### src/hw/rtl/rrt_pkg.sv
// shared types and constants for the registration reply tracker
// no dependencies
package rrt_pkg;

   localparam int PendDepth = 8;

   typedef enum logic [1:0] {
      MODE_INSERT = 2'd0,
      MODE_REPLY  = 2'd1,
      MODE_TICK   = 2'd2,
      MODE_UNUSED = 2'd3
   } mode_type;

   typedef enum logic [3:0] {
      OUT_NO_MATCH = 4'd0,
      OUT_BAD_CSUM = 4'd1,
      OUT_ID_MISS  = 4'd2,
      OUT_FOREIGN  = 4'd3,
      OUT_HOME     = 4'd4,
      OUT_DENIED   = 4'd5,
      OUT_INSERTED = 4'd6,
      OUT_FULL     = 4'd7,
      OUT_TICK     = 4'd8
   } outcome_type;

   localparam logic CsrHomeAgent = 1'b0;
   localparam logic CsrThreshold = 1'b1;

   localparam logic [15:0] ThresholdReset = 16'd3;
   localparam logic [7:0]  CodeAcceptMax  = 8'd1;

   typedef struct packed {
      logic [31:0] address;
      logic [15:0] port;
      logic [31:0] ident;
      logic [15:0] requested;
      logic [15:0] remaining;
   } entry_type;

   typedef struct packed {
      logic compare;
      logic insert;
      logic erase;
   } cell_ctrl_type;

endpackage

### src/hw/rtl/rrt_cell.sv
// one pending-request slot of the tracker row
// depends on rrt_pkg
module rrt_cell (
   input  logic                  clock,
   input  logic                  reset,
   input  rrt_pkg::cell_ctrl_type ctrl,
   input  logic [31:0]           key_address,
   input  logic [15:0]           key_port,
   input  rrt_pkg::entry_type    new_entry,
   input  logic                  prev_valid,
   input  rrt_pkg::entry_type    next_entry,
   input  logic                  next_valid,
   input  logic                  found_in,
   output logic                  found_out,
   input  rrt_pkg::entry_type    pick_in,
   output rrt_pkg::entry_type    pick_out,
   output rrt_pkg::entry_type    entry_out,
   output logic                  valid_out
);
   import rrt_pkg::*;

   entry_type entry_ff;
   logic      valid_ff;
   logic      match_ff;
   logic      hit;
   logic      shift;

   assign hit       = match_ff & ~found_in;
   assign found_out = found_in | match_ff;
   assign shift     = ctrl.erase & found_out;
   assign pick_out  = pick_in | (hit ? entry_ff : '0);
   assign entry_out = entry_ff;
   assign valid_out = valid_ff;

   always_ff @(posedge clock) begin
      if (reset) begin
         valid_ff <= 1'b0;
         match_ff <= 1'b0;
      end else begin
         if (ctrl.compare) begin
            match_ff <= valid_ff && (entry_ff.address == key_address) &&
                        (entry_ff.port == key_port);
         end
         if (shift) begin
            valid_ff <= next_valid;
         end else if (ctrl.insert && !valid_ff && prev_valid) begin
            valid_ff <= 1'b1;
         end
      end
   end

   always_ff @(posedge clock) begin
      if (shift) begin
         entry_ff <= next_entry;
      end else if (ctrl.insert && !valid_ff && prev_valid) begin
         entry_ff <= new_entry;
      end
   end

endmodule

### src/hw/rtl/rrt_csum.sv
// udp pseudo-header checksum: registered partial sum, then end-around fold
// depends on rrt_pkg
module rrt_csum (
   input  logic        clock,
   input  logic        load,
   input  logic [31:0] source_address,
   input  logic [31:0] dest_address,
   input  logic [15:0] udp_length,
   input  logic [15:0] segment_checksum,
   output logic        csum_ok
);
   import rrt_pkg::*;

   logic [15:0] seg_inv;
   logic [18:0] sum_in;
   logic [18:0] sum_ff;
   logic [16:0] fold1;
   logic [15:0] fold2;

   assign seg_inv = ~segment_checksum;
   assign sum_in  = 19'(seg_inv) + 19'(source_address[31:16]) +
                    19'(source_address[15:0]) + 19'(dest_address[31:16]) +
                    19'(dest_address[15:0]) + 19'(udp_length) + 19'd17;

   always_ff @(posedge clock) begin
      if (load) begin
         sum_ff <= sum_in;
      end
   end

   assign fold1   = 17'(sum_ff[15:0]) + 17'(sum_ff[18:16]);
   assign fold2   = fold1[15:0] + 16'(fold1[16]);
   assign csum_ok = (fold2 == 16'hffff);

endmodule

### src/hw/rtl/registration_reply_tracker_unit.sv
// registration reply tracker top level: control, row of pending-request cells
// depends on rrt_pkg, rrt_cell, rrt_csum
//
// use: items enter on the req_ channel (valid/ready). mode 0 stores a pending
// request in the next free slot, mode 1 matches a registration reply against
// the oldest pending slot with the same agent address and port, mode 2 is the
// one-second lifetime tick. every item gives exactly one word on the rsp_
// channel with the outcome and the link state after the item.
// a word is accepted, the cell row compares it and the checksum sum
// is registered in the next cycle; the decision is taken and the result word
// is registered in the decide step once the output register is free.
// the next item is accepted only after the compare and decide passes through
// the cell row (erase shifts all later slots up in the decide cycle).
// req_ready is high only between items. if rsp_ready is low the result word
// holds; a finished item waits in the decide step until the output register
// frees, and the next item may be accepted while a word is waiting.
// reset clears all slots, the link state and the timer. csr_ writes take effect
// at once; the user must make them only while the block is idle (not enforced).
module registration_reply_tracker_unit (
   input  logic        clock,
   input  logic        reset,
   input  logic        req_valid,
   output logic        req_ready,
   input  logic [1:0]  req_mode,
   input  logic [31:0] req_source_address,
   input  logic [31:0] req_dest_address,
   input  logic [15:0] req_dest_port,
   input  logic [15:0] req_udp_length,
   input  logic [15:0] req_segment_checksum,
   input  logic [15:0] req_checksum_field,
   input  logic [31:0] req_ident,
   input  logic [7:0]  req_reply_code,
   input  logic [15:0] req_granted_lifetime,
   input  logic [15:0] req_requested_lifetime,
   input  logic [15:0] req_remaining_lifetime,
   output logic        rsp_valid,
   input  logic        rsp_ready,
   output logic [3:0]  rsp_outcome,
   output logic        rsp_connected,
   output logic [31:0] rsp_foreign_agent,
   output logic [15:0] rsp_lifetime_left,
   output logic        rsp_rereg_trigger,
   input  logic        csr_write_enable,
   input  logic        csr_index,
   input  logic [31:0] csr_write_data
);
   import rrt_pkg::*;

   typedef enum logic [1:0] {
      S_IDLE,
      S_MATCH,
      S_DECIDE
   } state_type;

   state_type     state_ff;
   logic [1:0]    mode_ff;
   logic [31:0]   src_ff;
   logic [31:0]   dst_ff;
   logic [15:0]   port_ff;
   logic [15:0]   ulen_ff;
   logic [15:0]   seg_ff;
   logic [15:0]   csf_ff;
   logic [31:0]   ident_ff;
   logic [7:0]    code_ff;
   logic [15:0]   granted_ff;
   logic [15:0]   requested_ff;
   logic [15:0]   remaining_ff;

   logic [31:0]   home_ff;
   logic [15:0]   thresh_ff;
   logic          link_ff;
   logic [31:0]   agent_ff;
   logic [15:0]   life_ff;
   logic          ticking_ff;

   logic          rsp_valid_ff;
   outcome_type   rsp_outcome_ff;
   logic          rsp_connected_ff;
   logic [31:0]   rsp_agent_ff;
   logic [15:0]   rsp_life_ff;
   logic          rsp_trig_ff;

   logic          link_in;
   logic [31:0]   agent_in;
   logic [15:0]   life_in;
   logic          ticking_in;
   outcome_type   outcome_in;
   logic          trig_in;
   logic          insert_in;
   logic          erase_in;
   logic [15:0]   life_dec;
   logic [15:0]   grant_cut;

   logic          out_free;
   logic          fire;
   logic          csum_ok;
   cell_ctrl_type ctrl;
   entry_type     new_entry;
   entry_type     picked;
   logic          hit_any;
   logic          full;

   entry_type     entry_row [0:PendDepth];
   logic          valid_row [0:PendDepth];
   logic          found_row [0:PendDepth];
   entry_type     pick_row  [0:PendDepth];

   assign req_ready = (state_ff == S_IDLE);
   assign out_free  = !rsp_valid_ff || rsp_ready;
   assign fire      = (state_ff == S_DECIDE) && out_free;

   assign new_entry.address   = src_ff;
   assign new_entry.port      = port_ff;
   assign new_entry.ident     = ident_ff;
   assign new_entry.requested = requested_ff;
   assign new_entry.remaining = remaining_ff;

   assign ctrl.compare = (state_ff == S_MATCH);
   assign ctrl.insert  = fire && insert_in;
   assign ctrl.erase   = fire && erase_in;

   assign entry_row[PendDepth] = '0;
   assign valid_row[PendDepth] = 1'b0;
   assign found_row[0]         = 1'b0;
   assign pick_row[0]          = '0;

   for (genvar i = 0; i < PendDepth; i++) begin : g_cell
      logic prev_valid;
      if (i == 0) begin : g_first
         assign prev_valid = 1'b1;
      end else begin : g_rest
         assign prev_valid = valid_row[i-1];
      end
      rrt_cell u_cell (
         .clock      (clock),
         .reset      (reset),
         .ctrl       (ctrl),
         .key_address(src_ff),
         .key_port   (port_ff),
         .new_entry  (new_entry),
         .prev_valid (prev_valid),
         .next_entry (entry_row[i+1]),
         .next_valid (valid_row[i+1]),
         .found_in   (found_row[i]),
         .found_out  (found_row[i+1]),
         .pick_in    (pick_row[i]),
         .pick_out   (pick_row[i+1]),
         .entry_out  (entry_row[i]),
         .valid_out  (valid_row[i])
      );
   end

   assign hit_any = found_row[PendDepth];
   assign picked  = pick_row[PendDepth];
   assign full    = valid_row[PendDepth-1];

   rrt_csum u_csum (
      .clock           (clock),
      .load            (ctrl.compare),
      .source_address  (src_ff),
      .dest_address    (dst_ff),
      .udp_length      (ulen_ff),
      .segment_checksum(seg_ff),
      .csum_ok         (csum_ok)
   );

   assign life_dec  = life_ff - 16'd1;
   assign grant_cut = picked.requested - granted_ff;

   always_comb begin
      link_in    = link_ff;
      agent_in   = agent_ff;
      life_in    = life_ff;
      ticking_in = ticking_ff;
      outcome_in = OUT_NO_MATCH;
      trig_in    = 1'b0;
      insert_in  = 1'b0;
      erase_in   = 1'b0;
      unique case (mode_type'(mode_ff))
         MODE_INSERT: begin
            if (full) begin
               outcome_in = OUT_FULL;
            end else begin
               insert_in  = 1'b1;
               outcome_in = OUT_INSERTED;
            end
         end
         MODE_REPLY: begin
            priority if (!hit_any) begin
               outcome_in = OUT_NO_MATCH;
            end else if (!csum_ok && (csf_ff != 16'd0)) begin
               erase_in   = 1'b1;
               outcome_in = OUT_BAD_CSUM;
            end else if (picked.ident != ident_ff) begin
               outcome_in = OUT_ID_MISS;
            end else if (code_ff <= CodeAcceptMax) begin
               erase_in = 1'b1;
               if (src_ff != home_ff) begin
                  link_in    = 1'b1;
                  agent_in   = picked.address;
                  life_in    = picked.remaining - grant_cut;
                  ticking_in = 1'b1;
                  outcome_in = OUT_FOREIGN;
               end else begin
                  ticking_in = 1'b0;
                  outcome_in = OUT_HOME;
               end
            end else begin
               erase_in   = 1'b1;
               outcome_in = OUT_DENIED;
            end
         end
         MODE_TICK: begin
            outcome_in = OUT_TICK;
            if (ticking_ff && (life_ff != 16'd0)) begin
               life_in = life_dec;
               trig_in = (life_dec == thresh_ff);
               if (life_dec == 16'd0) begin
                  link_in = 1'b0;
               end
            end
         end
         default: begin
            outcome_in = OUT_NO_MATCH;
         end
      endcase
   end

   always_ff @(posedge clock) begin
      if (reset) begin
         state_ff     <= S_IDLE;
         home_ff      <= '0;
         thresh_ff    <= ThresholdReset;
         link_ff      <= 1'b0;
         agent_ff     <= '0;
         life_ff      <= '0;
         ticking_ff   <= 1'b0;
         rsp_valid_ff <= 1'b0;
      end else begin
         if (csr_write_enable) begin
            unique case (csr_index)
               CsrHomeAgent: home_ff   <= csr_write_data;
               CsrThreshold: thresh_ff <= csr_write_data[15:0];
               default:      home_ff   <= home_ff;
            endcase
         end
         if (rsp_valid_ff && rsp_ready && !fire) begin
            rsp_valid_ff <= 1'b0;
         end
         unique case (state_ff)
            S_IDLE: begin
               if (req_valid) begin
                  state_ff <= S_MATCH;
               end
            end
            S_MATCH: begin
               state_ff <= S_DECIDE;
            end
            S_DECIDE: begin
               if (out_free) begin
                  state_ff     <= S_IDLE;
                  link_ff      <= link_in;
                  agent_ff     <= agent_in;
                  life_ff      <= life_in;
                  ticking_ff   <= ticking_in;
                  rsp_valid_ff <= 1'b1;
               end
            end
            default: begin
               state_ff <= S_IDLE;
            end
         endcase
      end
   end

   always_ff @(posedge clock) begin
      if (req_valid && req_ready) begin
         mode_ff      <= req_mode;
         src_ff       <= req_source_address;
         dst_ff       <= req_dest_address;
         port_ff      <= req_dest_port;
         ulen_ff      <= req_udp_length;
         seg_ff       <= req_segment_checksum;
         csf_ff       <= req_checksum_field;
         ident_ff     <= req_ident;
         code_ff      <= req_reply_code;
         granted_ff   <= req_granted_lifetime;
         requested_ff <= req_requested_lifetime;
         remaining_ff <= req_remaining_lifetime;
      end
      if (fire) begin
         rsp_outcome_ff   <= outcome_in;
         rsp_connected_ff <= link_in;
         rsp_agent_ff     <= agent_in;
         rsp_life_ff      <= life_in;
         rsp_trig_ff      <= trig_in;
      end
   end

   assign rsp_valid         = rsp_valid_ff;
   assign rsp_outcome       = rsp_outcome_ff;
   assign rsp_connected     = rsp_connected_ff;
   assign rsp_foreign_agent = rsp_agent_ff;
   assign rsp_lifetime_left = rsp_life_ff;
   assign rsp_rereg_trigger = rsp_trig_ff;

endmodule

### config.mk
export PLATFORM = sky130hd
export DESIGN_NAME = registration_reply_tracker_unit
export DESIGN_NICKNAME = d
export VERILOG_FILES = /design/src/hw/rtl/rrt_pkg.sv /design/src/hw/rtl/rrt_cell.sv /design/src/hw/rtl/rrt_csum.sv /design/src/hw/rtl/registration_reply_tracker_unit.sv
export SDC_FILE = /design/constraint.sdc
export NUM_CORES = 2
export LEC_CHECK = 0
export ABC_CLOCK_PERIOD_IN_PS = 20000
export BUFFER_PORTS_ARGS = -buffer_cell sky130_fd_sc_hd__buf_2
export CAP_MARGIN = 10
export CORE_AREA = 2 2 427 429
export DETAILED_ROUTE_END_ITERATION = 12
export DIE_AREA = 0 0 429 431
export MAX_ROUTING_LAYER = met4
export PLACE_DENSITY = 0.66
export SYNTH_ARGS = -nofsm -noshare
export SYNTH_HDL_FRONTEND = slang
export SYNTH_HIERARCHICAL = 1
export SYNTH_SLANG_ARGS = --single-unit
export TNS_END_PERCENT = 1
### constraint.sdc
create_clock -name clock -period 20 [get_ports clock]
set_clock_uncertainty 0.15 [all_clocks]
set_input_delay 3 -clock clock [delete_from_list [all_inputs] [get_ports clock]]
set_output_delay 3 -clock clock [all_outputs]
set_load 0.01 [all_outputs]
==> run summary <==
Routability cong.: 0.869
Combinational Power Share: 15.0%
H-tree Lvls: 4
Layout area overhead: 12.2%
Hold slack: 301 ps
Final HPWL DP: 121000 um
Leakage: 33.5 nW
Final #Nets: 5915
Final ANT Viol Nets: 0
M1 WL: 76000 um
Yosys warns: 6
Initial Util: 39.3%
Initial antenna violation count: 12
# fillers: 16200
Kind of critical path: flip-flop to flip-flop
WHS Endpoint: agent_ff[23]$_SDFFE_PP0P_
Reg-to-reg critical path startpoint: g_cell[0].u_cell/match_ff$_SDFFE_PP0P_
Drc violations: 0
Sum Neg Setup Slack: 0 ps
Crit path max fanout: 75
WL per Instance: 22.6 um
Worst-margin pin slew: 1130 ps
Num CTS Buffers: 143
CP Data Arrival Time: 9080 ps
Uppermost layer routed: met4
Die H: 431 um
I/O pin count: 312
Clock share of power: 38.6%
Sequential power share: 46.4%
Max Slew Vio Count: 0
Switching share of total power: 25.3%
DR vias: 41900
Crit-path cells: or2_4 > or2_4 > or2_4 > or2_4 > or2_4 > or2_4 > or2_4 > nor2b_4 > buf_4 > a21o_1 > xor2_1 > nor4_1 > nand4_1 > nor2_2 > nor2_1 > nor3_2 > buf_4 > nand2_8 > o21ai_4 > buf_4 > buf_4
Worst R2R Path Depth: 21
Clk root buf: clkbuf_16
Worst slew margin: 24.8%
Sw Pwr: 1.72 mW
Final core occ: 44.1%
Setup crit end kind: flip-flop
Worst EP required: 20270 ps
Initial DRT Pass Iterations: 5
Multi-input logic area: 30800 um^2
R2R Setup Slk: 11190 ps
Crit path max-delay cell type: buf_4
Buffers plus inverters on the worst setup path: 4
Detail Route met2 WL: 89900 um
Worst skew pair latency: 800 ps
Routed vias/inst: 5.24
Max stage delay on crit path: 780 ps
Hold-critical path depth: 2
Endpoints failing hold: 0
IO buf count: 310
Post-CTS sizing: 0
First-pass GRT wire length: 269000 um
Total die area: 185000 um^2
Total gr overflow: 0
Clock buffer depth: 3
Die width: 429 um
Post-CTS setup buffers: 0
IR drop worst, VDD: 0.0824 mV
Met3 Wirelength: 8090 um
Worst-path clk slew: 60 ps
Mean Syn Cell Area: 14.1 um^2
Area occupied by registers: 38000 um^2
Routed WL: 181000 um
Status: finished, final reports clean
Post-Synthesis Cell Area: 70800 um^2
Core area: 180000 um^2
Setup violations, final: 0
RSZ-0062 raised after global routing: no
Cell family with the largest share of critical-path delay: simple AND/OR/NAND/NOR gates
Mapped Cells: 5024
Largest net degree at the start of global routing: 84
RR Endpoint: g_cell[6].u_cell/entry_out[12]$_DFFE_PP_
Vias in the first global route: 42700
Hold_buf cts: 0
P_int: 5.09 mW
Initial DRC Count: 2848
CTS tree: built
Most used cell, CP: or2_4
Placed cell count: 7742
Tmin final: 8810 ps
Worst Setup Start Kind: flip-flop
F_max: 0.113 GHz
GRT Overall Usage: 19.7%
Share of cells above drive strength 1: 28.2%
Sink Count: 1303
Final std cells w/o fill: 8004
Std-Cell Rows: 156
Power Dens Cells: 85.7 nW/um^2
Max cap viols: 0
Worst Hold Class: flip-flop to flip-flop
Hold Crit Start: agent_ff[23]$_SDFFE_PP0P_
Final Power: 6.81 mW
Period utilization: 44.1%
how the worst max path moves through the flow:
stage,endpoint,startpoint,slack (ps),cells after the start
6_report,g_cell[6].u_cell/entry_out[12]$_DFFE_PP_,g_cell[0].u_cell/match_ff$_SDFFE_PP0P_,11190,21
5_1_grt,g_cell[1].u_cell/entry_out[5]$_DFFE_PP_,g_cell[0].u_cell/match_ff$_SDFFE_PP0P_,10880,21
4_1_cts,g_cell[1].u_cell/entry_out[5]$_DFFE_PP_,g_cell[0].u_cell/match_ff$_SDFFE_PP0P_,11120,21
3_5_place_dp,g_cell[1].u_cell/entry_out[20]$_DFFE_PP_,g_cell[0].u_cell/match_ff$_SDFFE_PP0P_,11170,21
3_3_place_gp,g_cell[1].u_cell/entry_out[17]$_DFFE_PP_,g_cell[0].u_cell/match_ff$_SDFFE_PP0P_,11200,21
2_1_floorplan,code_ff[1]$_DFFE_PP_,req_valid,11320,1
final cells by class:
cell class | count | area share (%)
clock buffer | 190 | 5.03
timing repair buffer | 386 | 2.68
multi-input combinational | 3427 | 38.7
sequential | 1303 | 47.8
inverter | 257 | 1.22
antenna | 9 | 0.0283
tap | 2370 | 3.73
clock inverter | 62 | 0.795
power groups by stage:
stage          combinational, mW  clock [mW]  sequential, mW
3_5_place_dp                1.01           0            3.22
2_1_floorplan              0.751           0            3.21
5_1_grt                     1.13        2.79            3.17
3_3_place_gp               0.989           0            3.21
6_report                    1.02        2.63            3.16
4_1_cts                     1.02        2.69            3.16
per-layer routing:
metal	up-vias	GRT usage, %
li1	19400	-
met1	21100	23.7
met2	1113	33.4
met3	310	2.94
met4	0	7.81
met5	-	-
flip-flops by register name, indices dropped and copies added (netlist names), 19 cells and up:
register and flops:
u_csum/sum_ff 19, rsp_foreign_agent 32, agent_ff 32, dst_ff 32, ident_ff 32, home_ff 32, src_ff 32, g_cell.u_cell/entry_out 896
per-stage QoR:
| step | setup slack [ps] | cell area [um^2] |
|---|---|---|
| after floorplan | 11320 | 71600 |
| after global placement | 11200 | 74800 |
| after detailed placement | 11170 | 74800 |
| after CTS | 11120 | 79400 |
| after global routing | 10880 | 79500 |
| final | 11190 | 79500 |
cells in the final DEF (no fill, tap or decap), types with 23 or more instances in the layout:
master / n
dfxtp_1: 117
inv_1: 256
nor2_1: 59
buf_4: 76
clkbuf_16: 149
nand4_1: 70
o21ai_0: 41
xor2_1: 173
edfxtp_1: 1186
mux2_2: 459
nor4_1: 66
buf_2: 309
nand3_1: 27
fa_1: 78
a21o_1: 785
mux2_4: 472
ha_1: 63
conb_1: 212
xnor2_1: 313
clkbuf_1: 28
nand2_1: 237
a21oi_1: 123
clkinv_1: 23
tightest hold or removal path: stages, from the launching register on:
cell and delay [ps]:
dfxtp_1 300, nand2_1 50, a21oi_1 50
Note: power is estimated with default switching activity, not from simulation.
